### src/sv/frac_pkg.sv
// ----------------------------------------------------------------------------
// frac_pkg: shared types and constants of the fraction reducer
// Operand width default and the back unit sequencer state type.
// ----------------------------------------------------------------------------
package frac_pkg;

   localparam int OPERAND_BITS_DEF = 31;

   // back unit sequencer states
   typedef enum logic [1:0] {
      ST_IDLE,
      ST_GCD,
      ST_DIV,
      ST_DONE
   } back_state_type;

endpackage

### src/sv/frac_if.sv
// ----------------------------------------------------------------------------
// frac_req_if / frac_rsp_if: valid/ready channels of the fraction reducer
// Request carries the two operands, response the reduced fraction.
// ----------------------------------------------------------------------------
interface frac_req_if #(parameter int OPERAND_BITS = 31);
   logic                    valid;
   logic                    ready;
   logic [OPERAND_BITS-1:0] numerator;
   logic [OPERAND_BITS-1:0] denominator;
   modport source (output valid, numerator, denominator, input ready);
   modport sink   (input valid, numerator, denominator, output ready);
endinterface

interface frac_rsp_if #(parameter int OPERAND_BITS = 31);
   logic                    valid;
   logic                    ready;
   logic [OPERAND_BITS-1:0] reduced_numerator;
   logic [OPERAND_BITS-1:0] reduced_denominator;
   logic [OPERAND_BITS-1:0] common_divisor;
   logic                    zero_operand;
   modport source (output valid, reduced_numerator, reduced_denominator,
                   common_divisor, zero_operand, input ready);
   modport sink   (input valid, reduced_numerator, reduced_denominator,
                   common_divisor, zero_operand, output ready);
endinterface

### src/sv/frac_front.sv
// ----------------------------------------------------------------------------
// frac_front: intake and classification
// Accept items into a two-entry queue, tagging those with a zero operand.
// ----------------------------------------------------------------------------
module frac_front #(
   parameter int OPERAND_BITS = frac_pkg::OPERAND_BITS_DEF
) (
   input  logic                    clock,
   input  logic                    reset,
   input  logic                    in_valid,
   output logic                    in_ready,
   input  logic [OPERAND_BITS-1:0] in_num,
   input  logic [OPERAND_BITS-1:0] in_den,
   output logic                    q_valid,
   input  logic                    q_ready,
   output logic [OPERAND_BITS-1:0] q_num,
   output logic [OPERAND_BITS-1:0] q_den,
   output logic                    q_zero
);
   import frac_pkg::*;

   logic [OPERAND_BITS-1:0] num_ff [2];
   logic [OPERAND_BITS-1:0] den_ff [2];
   logic [1:0]              zero_ff;
   logic                    wr_ptr_ff, wr_ptr_in, rd_ptr_ff, rd_ptr_in;
   logic [1:0]              count_ff, count_in;
   logic                    push, pop;

   assign in_ready = (count_ff != 2'd2);
   assign q_valid  = (count_ff != 2'd0);
   assign push     = in_valid && in_ready;
   assign pop      = q_valid && q_ready;
   assign q_num    = num_ff[rd_ptr_ff];
   assign q_den    = den_ff[rd_ptr_ff];
   assign q_zero   = zero_ff[rd_ptr_ff];

   // advance pointers and fill count
   always_comb begin
      wr_ptr_in = push ? ~wr_ptr_ff : wr_ptr_ff;
      rd_ptr_in = pop ? ~rd_ptr_ff : rd_ptr_ff;
      count_in  = count_ff + {1'b0, push} - {1'b0, pop};
   end

   always_ff @(posedge clock) begin
      if (reset) begin
         wr_ptr_ff <= 1'b0;
         rd_ptr_ff <= 1'b0;
         count_ff  <= 2'd0;
      end else begin
         wr_ptr_ff <= wr_ptr_in;
         rd_ptr_ff <= rd_ptr_in;
         count_ff  <= count_in;
      end
   end

   // store item with its zero-operand class
   always_ff @(posedge clock) begin
      if (push) begin
         num_ff[wr_ptr_ff]  <= in_num;
         den_ff[wr_ptr_ff]  <= in_den;
         zero_ff[wr_ptr_ff] <= (in_num == '0) || (in_den == '0);
      end
   end
endmodule

### src/sv/frac_back.sv
// ----------------------------------------------------------------------------
// frac_back: reduction engine
// Binary GCD, one shift or subtract step a cycle, then two restoring
// divisions run side by side, one bit a cycle, and a result register toward
// the response channel.
// ----------------------------------------------------------------------------
module frac_back #(
   parameter int OPERAND_BITS = frac_pkg::OPERAND_BITS_DEF
) (
   input  logic                    clock,
   input  logic                    reset,
   input  logic                    q_valid,
   output logic                    q_ready,
   input  logic [OPERAND_BITS-1:0] q_num,
   input  logic [OPERAND_BITS-1:0] q_den,
   input  logic                    q_zero,
   output logic                    out_valid,
   input  logic                    out_ready,
   output logic [OPERAND_BITS-1:0] out_rnum,
   output logic [OPERAND_BITS-1:0] out_rden,
   output logic [OPERAND_BITS-1:0] out_gcd,
   output logic                    out_zero
);
   import frac_pkg::*;

   localparam int CNT_BITS = $clog2(OPERAND_BITS + 1);

   back_state_type          state_ff, state_in;
   logic [OPERAND_BITS-1:0] a_ff, a_in, b_ff, b_in;
   logic [OPERAND_BITS-1:0] num_ff, num_in, den_ff, den_in;
   logic [OPERAND_BITS-1:0] rn_ff, rn_in, rd_ff, rd_in;
   logic [OPERAND_BITS-1:0] qn_ff, qn_in, qd_ff, qd_in;
   logic                    zero_ff, zero_in;
   logic [CNT_BITS-1:0]     cnt_ff, cnt_in;
   logic [OPERAND_BITS:0]   trial_n, trial_d;

   assign out_valid = (state_ff == ST_DONE);
   assign out_rnum  = qn_ff;
   assign out_rden  = qd_ff;
   assign out_gcd   = a_ff;
   assign out_zero  = zero_ff;
   assign q_ready   = (state_ff == ST_IDLE);

   // shift remainders left by one quotient bit
   assign trial_n = {rn_ff, num_ff[OPERAND_BITS-1]};
   assign trial_d = {rd_ff, den_ff[OPERAND_BITS-1]};

   // sequence the gcd and division phases
   always_comb begin
      state_in = state_ff;
      a_in = a_ff; b_in = b_ff;
      num_in = num_ff; den_in = den_ff;
      rn_in = rn_ff; rd_in = rd_ff;
      qn_in = qn_ff; qd_in = qd_ff;
      zero_in = zero_ff;
      cnt_in = cnt_ff;
      case (state_ff)
         ST_IDLE: begin
            if (q_valid) begin
               a_in = q_num; b_in = q_den;
               num_in = q_num; den_in = q_den;
               zero_in = q_zero;
               cnt_in = '0;
               if (q_zero) begin
                  a_in = '0; qn_in = '0; qd_in = '0;
                  state_in = ST_DONE;
               end else begin
                  state_in = ST_GCD;
               end
            end
         end
         ST_GCD: begin
            // cnt holds the exponent of the power of two common to both operands
            if (a_ff == b_ff) begin
               a_in = a_ff << cnt_ff;
               rn_in = '0; rd_in = '0;
               cnt_in = CNT_BITS'(OPERAND_BITS);
               state_in = ST_DIV;
            end else if (!a_ff[0] && !b_ff[0]) begin
               a_in = a_ff >> 1;
               b_in = b_ff >> 1;
               cnt_in = cnt_ff + 1'b1;
            end else if (!a_ff[0]) begin
               a_in = a_ff >> 1;
            end else if (!b_ff[0]) begin
               b_in = b_ff >> 1;
            end else if (a_ff > b_ff) begin
               a_in = (a_ff - b_ff) >> 1;
            end else begin
               b_in = (b_ff - a_ff) >> 1;
            end
         end
         ST_DIV: begin
            num_in = num_ff << 1;
            den_in = den_ff << 1;
            if (trial_n >= {1'b0, a_ff}) begin
               rn_in = OPERAND_BITS'(trial_n - {1'b0, a_ff});
               qn_in = {qn_ff[OPERAND_BITS-2:0], 1'b1};
            end else begin
               rn_in = trial_n[OPERAND_BITS-1:0];
               qn_in = {qn_ff[OPERAND_BITS-2:0], 1'b0};
            end
            if (trial_d >= {1'b0, a_ff}) begin
               rd_in = OPERAND_BITS'(trial_d - {1'b0, a_ff});
               qd_in = {qd_ff[OPERAND_BITS-2:0], 1'b1};
            end else begin
               rd_in = trial_d[OPERAND_BITS-1:0];
               qd_in = {qd_ff[OPERAND_BITS-2:0], 1'b0};
            end
            cnt_in = cnt_ff - 1'b1;
            if (cnt_ff == CNT_BITS'(1)) state_in = ST_DONE;
         end
         ST_DONE: begin
            if (out_ready) state_in = ST_IDLE;
         end
         default: state_in = ST_IDLE;
      endcase
   end

   always_ff @(posedge clock) begin
      if (reset) begin
         state_ff <= ST_IDLE;
      end else begin
         state_ff <= state_in;
      end
   end

   always_ff @(posedge clock) begin
      a_ff <= a_in; b_ff <= b_in;
      num_ff <= num_in; den_ff <= den_in;
      rn_ff <= rn_in; rd_ff <= rd_in;
      qn_ff <= qn_in; qd_ff <= qd_in;
      zero_ff <= zero_in;
      cnt_ff <= cnt_in;
   end
endmodule

### src/sv/fraction_reducer.sv
// Path: an item is registered in the queue; the engine runs the binary GCD
// shift or subtract steps, then divides both operands by the GCD one quotient
// bit at a time, and registers the result out. A zero operand skips both.
// One item at a time in the engine sets throughput; a two-item queue lets
// intake continue while the engine works.
// Reset (synchronous) empties the queue and idles the engine.
// ----------------------------------------------------------------------------
// fraction_reducer: reduce a fraction to lowest terms
// Front queue classifies items; back engine finds gcd and divides.
// ----------------------------------------------------------------------------
module fraction_reducer #(
   parameter int OPERAND_BITS = frac_pkg::OPERAND_BITS_DEF
) (
   input logic         clock,
   input logic         reset,
   frac_req_if.sink    req,
   frac_rsp_if.source  rsp
);
   import frac_pkg::*;

   logic                    q_valid, q_ready, q_zero;
   logic [OPERAND_BITS-1:0] q_num, q_den;

   // accept and queue items
   frac_front #(.OPERAND_BITS(OPERAND_BITS)) u_front (
      .clock, .reset,
      .in_valid(req.valid), .in_ready(req.ready),
      .in_num(req.numerator), .in_den(req.denominator),
      .q_valid, .q_ready, .q_num, .q_den, .q_zero
   );

   // reduce and deliver
   frac_back #(.OPERAND_BITS(OPERAND_BITS)) u_back (
      .clock, .reset,
      .q_valid, .q_ready, .q_num, .q_den, .q_zero,
      .out_valid(rsp.valid), .out_ready(rsp.ready),
      .out_rnum(rsp.reduced_numerator), .out_rden(rsp.reduced_denominator),
      .out_gcd(rsp.common_divisor), .out_zero(rsp.zero_operand)
   );
endmodule
### src/flat_wrapper.sv
// flat-port wrapper written by rule: the top's interface ports become plain ports
module fraction_reducer_flat import frac_pkg::*;
#(
   parameter int OPERAND_BITS = frac_pkg::OPERAND_BITS_DEF
)
  (clock, reset, req_valid, req_numerator, req_denominator, req_ready, rsp_valid, rsp_reduced_numerator, rsp_reduced_denominator, rsp_common_divisor, rsp_zero_operand, rsp_ready);
  frac_req_if #(.OPERAND_BITS(OPERAND_BITS)) req_i ();
  frac_rsp_if #(.OPERAND_BITS(OPERAND_BITS)) rsp_i ();
  input logic clock;
  input logic reset;
  input wire logic [$bits(req_i.valid)-1:0] req_valid;
  input wire logic [$bits(req_i.numerator)-1:0] req_numerator;
  input wire logic [$bits(req_i.denominator)-1:0] req_denominator;
  output wire logic [$bits(req_i.ready)-1:0] req_ready;
  output wire logic [$bits(rsp_i.valid)-1:0] rsp_valid;
  output wire logic [$bits(rsp_i.reduced_numerator)-1:0] rsp_reduced_numerator;
  output wire logic [$bits(rsp_i.reduced_denominator)-1:0] rsp_reduced_denominator;
  output wire logic [$bits(rsp_i.common_divisor)-1:0] rsp_common_divisor;
  output wire logic [$bits(rsp_i.zero_operand)-1:0] rsp_zero_operand;
  input wire logic [$bits(rsp_i.ready)-1:0] rsp_ready;
  assign req_i.valid = req_valid;
  assign req_i.numerator = req_numerator;
  assign req_i.denominator = req_denominator;
  assign req_ready = req_i.ready;
  assign rsp_valid = rsp_i.valid;
  assign rsp_reduced_numerator = rsp_i.reduced_numerator;
  assign rsp_reduced_denominator = rsp_i.reduced_denominator;
  assign rsp_common_divisor = rsp_i.common_divisor;
  assign rsp_zero_operand = rsp_i.zero_operand;
  assign rsp_i.ready = rsp_ready;
  fraction_reducer #(.OPERAND_BITS(OPERAND_BITS)) u_core (.clock(clock), .reset(reset), .req(req_i), .rsp(rsp_i));
endmodule
### config.mk
export PLATFORM = sky130hd
export DESIGN_NAME = fraction_reducer_flat
export DESIGN_NICKNAME = d
export VERILOG_FILES = /design/src/sv/frac_pkg.sv /design/src/sv/frac_if.sv /design/src/sv/frac_front.sv /design/src/sv/frac_back.sv /design/src/sv/fraction_reducer.sv /design/src/flat_wrapper.sv
export SDC_FILE = /design/constraint.sdc
export NUM_CORES = 1
export LEC_CHECK = 0
export ABC_AREA = 1
export BUFFER_PORTS_ARGS = -buffer_cell sky130_fd_sc_hd__buf_2
export CAP_MARGIN = 20
export CORE_MARGIN = 2
export CORE_UTILIZATION = 55
export DETAILED_ROUTE_END_ITERATION = 7
export GPL_TIMING_DRIVEN = 0
export PLACE_DENSITY_LB_ADDON = 0.1
export SLEW_MARGIN = 20
export SYNTH_ARGS = -nofsm -noshare
export SYNTH_HDL_FRONTEND = slang
export SYNTH_SLANG_ARGS = --single-unit
### constraint.sdc
create_clock -name clock -period 8.2 [get_ports clock]
set_input_delay 0.41 -clock clock [delete_from_list [all_inputs] [get_ports clock]]
set_output_delay 0.41 -clock clock [all_outputs]
set_load 0.01 [all_outputs]
==> results.md, run 1 <==
* Status: complete, no violations
* Row Count at 79
* CP Class: reg -> reg
* R2r startpoint: u_core.u_back.out_gcd[22]$_DFFE_PP_
* IO Count at 162
* Max stage delay on crit path at 600 ps
* Largest fanout on the critical path at 24
* Initial antenna violation count at 4
* Synth warn at 0
* Gr ovfl total at 0
* Library cells used by synthesis at 53
* Final GP Congestion at 1.02
* Final wirelength at 91.6 mm
* CP delay by family, top: simple AND/OR/NAND/NOR gates
* Hold Violations, Final at 0
* Critical Path AT at 4750 ps
* Detailed Routing Iterations Pass 1 at 6
* PortBufs at 161
* CTS Hold Buffers Added at 0
* Proportion of synthesized area in mux cells at 0.0274
* Peak Freq at 224 MHz
* HP Start: req_denominator[12]
* Main combinational cell family by area after synthesis: simple AND/OR/NAND/NOR gates
* Reg clk slew, reported paths at 60 ps
* Busiest grt layer: met2
* DRT iter0 DRCs at 2,802
* Worst-Skew Late Latency at 590 ps
* Worst setup EP type: flop
* Largest net degree at the start of global routing at 63
* Max Slew Vio Count at 0
* Die H at 222 um
* Setup tns final at 0 ps
* Drt drc at 0
* Vias per cell at 5.80
* Max H-tree Level at 2
* Total track usage at 0.367
* Post-CTS Setup Repair Bufs at 0
* Met3 GRT Util at 0.0572
* Critical Path Start Type: flop
* Mapped Area at 26,200 um2
* Synthesized Nets at 3,549
* Starting Density at 0.560
* Minimum clock period at 4470 ps
* Nets at 3,763
* CTS resizes at 0
* Clk_skew at 23.5 ps
* Final Util at 0.630
* Die area at 49,400 um2
* CTS sink cnt at 387
* Post-DRT Antenna Nets at 0
* Vias in the first global route at 23,500
* XOR/XNOR share of the synthesized area at 0.0228
* CP max-delay cell: edfxtp_1
* Synthesis-to-finish area growth at 12.5%
* Post-synthesis compound-gate area fraction at 0.109
* M1 GR Usage at 0.470
* DIE WIDTH at 222 um
* Slew headroom at 0.284
* Max-Cap Viols at 0
* CTS tree: built
* Least-Margin Pin Slew at 1070 ps
* Flops & latches, synth at 387
* CTS Buf Count at 44
* Worst min path class: in -> reg
* Worst path bufs/invs at 5
* Bufs on Longest Clock Path at 3
* Ratio of cells with drive above 1 in the final layout at 0.111
* Clk root buf: clkbuf_16
* DPL Wire Length at 70.6 mm
* Crit path required time at 8480 ps
* Grt met2 use at 0.610
* Core footprint at 46,800 um2
* Setup Viol. Count Final at 0
* DR vias at 24,300
* Seq/Total Area, Yosys at 0.441
* CP Launch Point: u_core.u_back.out_gcd[22]$_DFFE_PP_
* Synth Area in Adders at 0.0676
* CP Cell Sequence: inv_1, ha_1, nand2_1, nor2_4, nand2_4, nor4_4, nand2_2, nand2_2, inv_2, clkbuf_1, nor2_4, buf_16, buf_16
* First-pass GRT wire length at 137 mm
* Avg WL per Cell at 21.8 um
* Syn avg cell area at 7.83 um2
* RSZ-0062 raised after global routing: false
* Simple-Gate Fraction of Synth Area at 0.252
* Share of the cycle needed by the critical path after routing at 0.545
* Mapped Cells at 3,344
registers in the layout (all words and copies together), names as in the netlist, 2 cells and up, named ones only:
| name | flops |
|---|---|
| u_core.u_back.out_gcd | 31 |
| u_core.u_back.rd_ff | 31 |
| u_core.u_front.count_ff | 2 |
| u_core.u_back.b_ff | 31 |
| u_core.u_back.state_ff | 2 |
| u_core.u_front.den_ff | 62 |
| u_core.u_back.cnt_ff | 5 |
| u_core.u_back.den_ff | 31 |
| u_core.u_back.out_rden | 31 |
| u_core.u_front.num_ff | 62 |
| u_core.u_front.zero_ff | 2 |
| u_core.u_back.out_rnum | 31 |
| u_core.u_back.rn_ff | 31 |
| u_core.u_back.num_ff | 31 |
synthesized netlist by cell type, drive strengths merged:
cell type	n	area (um2)
ha	135	1690
o211ai	4	30.0
or2	12	75.1
nand3	132	696
buf	36	196
o21ai	242	1210
o22a	3	26.3
and2	3	18.8
and3	2	12.5
a32oi	1	8.76
clkinv	4	15.0
mux2	46	518
o21bai	7	52.6
clkbuf	73	288
nand2	1106	4210
o21a	3	22.5
fa	4	80.1
a31oi	12	75.1
edfxtp	380	11400
dfxtp	7	140
mux2i	20	200
nor4	15	109
xor2	25	219
nand4	25	156
inv	427	1610
a21oi	243	1300
nand3b	6	45.0
o31ai	2	15.0
nor3	26	156
xnor2	43	377
nor2	286	1110
a21boi	3	22.5
o22ai	3	18.8
a21o	8	60.1
metal layers:
metal	wire, um	part of all wire	up-vias
li1	-	-	11400
met1	36200	0.39	11500
met2	42700	0.47	1221
met3	7690	0.084	246
met4	5030	0.055	4
met5	32	0.00035	-
through the flow:
stage	hold slack (ps)	cell area [um2]	setup slack (ps)	std cells
final	28.1	29400	3730	4200
after global routing	16.1	29400	3630	4197
after CTS	5.55	29400	3770	4197
after detailed placement	469	27900	3870	4119
after global placement	459	27700	910	4112
after floorplan	443	26200	3090	3344
layout make-up:
class                      instances  area [um2]
clock inverter                    24         290
antenna                            3        7.51
sequential                       387       11600
clock buffer                      54        1190
inverter                         431        1620
multi-input combinational       2417       12600
tap                              607         759
fill                            4113       17300
buffer                           109         485
timing repair buffer             168         968
path summary, 6_finish.rpt:
path / end / cells past startpoint / slack, ps
worst max-delay path: u_core.u_back.rn_ff[23]$_SDFFCE_PN0P_ / 13 / 3730
worst min-delay path: u_core.u_front.den_ff[0][12]$_DFFE_PP_ / 1 / 30
worst max register to register: u_core.u_back.rn_ff[23]$_SDFFCE_PN0P_ / 13 / 3730
worst min register to register: u_core.u_front.rd_ptr_ff$_SDFFE_PP0P_ / 1 / 480
layout by cell type (no fill, tap or decap), drive strengths merged:
master,netlist,final
nor3,26,26
o21bai,7,7
nand3b,6,6
o21ai,242,242
nand3,132,132
o22ai,3,3
nand2,1106,1106
diode,0,3
xor2,25,25
ha,135,135
inv,427,436
and2,3,3
mux2i,20,20
clkinv,4,11
o21a,3,3
nor4,15,15
and3,2,2
a21oi,243,243
mux2,46,46
nor2,286,286
a32oi,1,1
edfxtp,380,380
dfxtp,7,7
o22a,3,3
nand4,25,25
xnor2,43,43
clkinvlp,0,3
buf,36,204
a31oi,12,12
clkbuf,73,127
fa,4,4
or2,12,12
o31ai,2,2
bufinv,0,5
a21o,8,8
a21boi,3,3
o211ai,4,4
cell families after synthesis:
group / after synthesis
flip-flops: 387
buffers and inverters: 540
XOR/XNOR: 68
multiplexers: 66
adder cells (fa/ha/maj): 139
AO/OA/AOI/OAI: 531
AND/OR/NAND/NOR: 1613
Power of run 1 is left out: the tool's default activity adds up to more than one toggle a clock period on the data nets, which glitch-free logic cannot reach.
==> inputs of run 2 (changes only) <==
- clock period: 8.2 -> 3.7 ns (I/O delays scaled with it)
==> results.md, run 2 (same netlist as run 1, synthesis figures left out) <==
* Max-Cap Viols at 0 (unchanged)
* IO Count at 162 (unchanged)
* Vias in the first global route at 24,200 (was 23,500)
* Post-DRT Antenna Nets at 0 (unchanged)
* Ratio of cells with drive above 1 in the final layout at 0.131 (was 0.111)
* Least-Margin Pin Slew at 1210 ps (was 1070 ps)
* DIE WIDTH at 222 um (unchanged)
* DPL Wire Length at 70.2 mm (was 70.6 mm)
* Detailed Routing Iterations Pass 1 at 6 (unchanged)
* PortBufs at 161 (unchanged)
* Final GP Congestion at 1.00 (was 1.02)
* Initial antenna violation count at 3 (was 4)
* Drt drc at 0 (unchanged)
* DRT iter0 DRCs at 2,733 (was 2,802)
* Avg WL per Cell at 22.1 um (was 21.8 um)
* Critical Path Start Type: flop (unchanged)
* Starting Density at 0.560 (unchanged)
* Share of the cycle needed by the critical path after routing at 0.975 (was 0.545)
* Largest net degree at the start of global routing at 63 (unchanged)
* Critical Path AT at 3870 ps (was 4750 ps)
* CTS sink cnt at 387 (unchanged)
* Top flop regs: u_core.u_front.den_ff: 62 flops, u_core.u_front.num_ff: 62 flops (unchanged)
* Most common cell after layout, fill and taps aside: nand2_1 (unchanged)
* Synthesis-to-finish area growth at 17.1% (was 12.5%)
* Filler cell count at 3,970 (was 4,113)
* Nets at 3,887 (was 3,763)
* Worst min path class: in -> reg (unchanged)
* Clk_skew at 43.7 ps (was 23.5 ps)
* Max Slew Vio Count at 0 (unchanged)
* Largest fanout on the critical path at 25 (was 24)
* DR vias at 25,100 (was 24,300)
* Max H-tree Level at 2 (unchanged)
* Storage element area at 11,600 um2 (unchanged)
* Reg clk slew, reported paths at 60 ps (about the same)
* Gr ovfl total at 0 (unchanged)
* Clk root buf: clkbuf_16 (unchanged)
* Bufs on Longest Clock Path at 3 (unchanged)
* Slew headroom at 0.194 (was 0.284)
* CP Class: reg -> reg (unchanged)
* Area of the multi-input gates at 12,600 um2 (about the same)
* Worst-Skew Late Latency at 600 ps (was 590 ps)
* Hold Violations, Final at 0 (unchanged)
* CTS Buf Count at 42 (was 44)
* Peak Freq at 277 MHz (was 224 MHz)
* Total track usage at 0.379 (was 0.367)
* Setup Viol. Count Final at 0 (unchanged)
* Final WS setup at 92.7 ps (was 3730 ps)
* Vias per cell at 5.81 (was 5.80)
* Core footprint at 46,800 um2 (unchanged)
* Place WS at -607 ps (was 3870 ps)
* Final wirelength at 95.5 mm (was 91.6 mm)
* Minimum clock period at 3610 ps (was 4470 ps)
* Most frequent cells in the layout: nand2_1, inv_1, edfxtp_1, nor2_1, a21oi_1 (unchanged)
* Crit path required time at 3970 ps (was 8480 ps)
* Die H at 222 um (unchanged)
* Die area at 49,400 um2 (unchanged)
* First-pass GRT wire length at 141 mm (was 137 mm)
* CTS tree: built (unchanged)
* Worst setup EP type: flop (unchanged)
* Status: complete, no violations (unchanged)
* RSZ-0062 raised after global routing: false (unchanged)
* Row Count at 79 (unchanged)
-- run 2: cell types whose count changed in the layout (fill, tap and decap cells not counted), moves of 3 or more --
cell,change
buf_4,+58
bufinv_16,+3
clkbuf_16,-3
clkbuf_8,-3
clkinv_1,+6
clkinv_4,+4
clkinvlp_4,+25
dlygate4sd3_1,+64
ha_1,-9
ha_2,+9
inv_1,-25
inv_6,-4
-- run 2: final timing paths --
kind | from | end | slack, ps | cells past startpoint
max | u_core.u_back.out_gcd[27]$_DFFE_PP_ | u_core.u_back.rn_ff[13]$_SDFFCE_PN0P_ | 90 | 13
max reg2reg | u_core.u_back.out_gcd[27]$_DFFE_PP_ | u_core.u_back.rn_ff[13]$_SDFFCE_PN0P_ | 90 | 13
min reg2reg | u_core.u_front.count_ff[1]$_SDFF_PP0_ | u_core.u_front.count_ff[1]$_SDFF_PP0_ | 490 | 1
min | rsp_ready | u_core.u_back.state_ff[1]$_SDFFE_PP0P_ | 170 | 5
-- run 2: critical path: stages, from the launching register on --
cell and delay (ps):
edfxtp_1 540, clkinvlp_4 270, ha_2 470, nand2_2 110, inv_1 70, nand2_2 100
nor4_4 340, nand2_2 220, nand2_2 220, inv_2 100, buf_2 230, nor2_4 180
buf_12 210, buf_16 180
-- run 2: what timing repair did --
action                                 4_1_cts  5_1_grt
buffers inserted                            38       22
gates cloned                                 2        0
hold buffers                                64        0
setup endpoints to repair                  123       89
gates resized for setup                     28       12
pin swaps                                    2        1
endpoints found under the hold margin      131        0
-- run 2: area by class of cell --
type                       count  share of cell area
inverter                     431              0.0561
clock inverter                30              0.0127
antenna                        1           0.0000816
buffer                       109              0.0158
timing repair inverter         1            0.000245
clock buffer                  46              0.0348
tap                          607              0.0248
timing repair buffer         292              0.0682
sequential                   387               0.377
multi-input combinational   2418               0.411
-- run 2: per-layer routing --
metal  GRT usage  wire, um  vias up
met3      0.0704      8370      309
met1       0.455     36000    11800
met4       0.231      6510        0
met5           0         0        -
li1            -         -    11700
met2       0.635     44700     1307
-- run 2: metrics by stage --
step	utilization	instance area [um2]	instances	TNS [ps]	hold slack, ps
after floorplan	-	26200	3344	0	256
after global placement	0.594	27800	4112	-108790	385
after detailed placement	0.598	28000	4119	-48060	392
after CTS	0.651	30500	4299	0	168
after global routing	0.656	30700	4321	0	188
final	0.656	30700	4322	0	173
Power of run 2 is left out for the same reason.
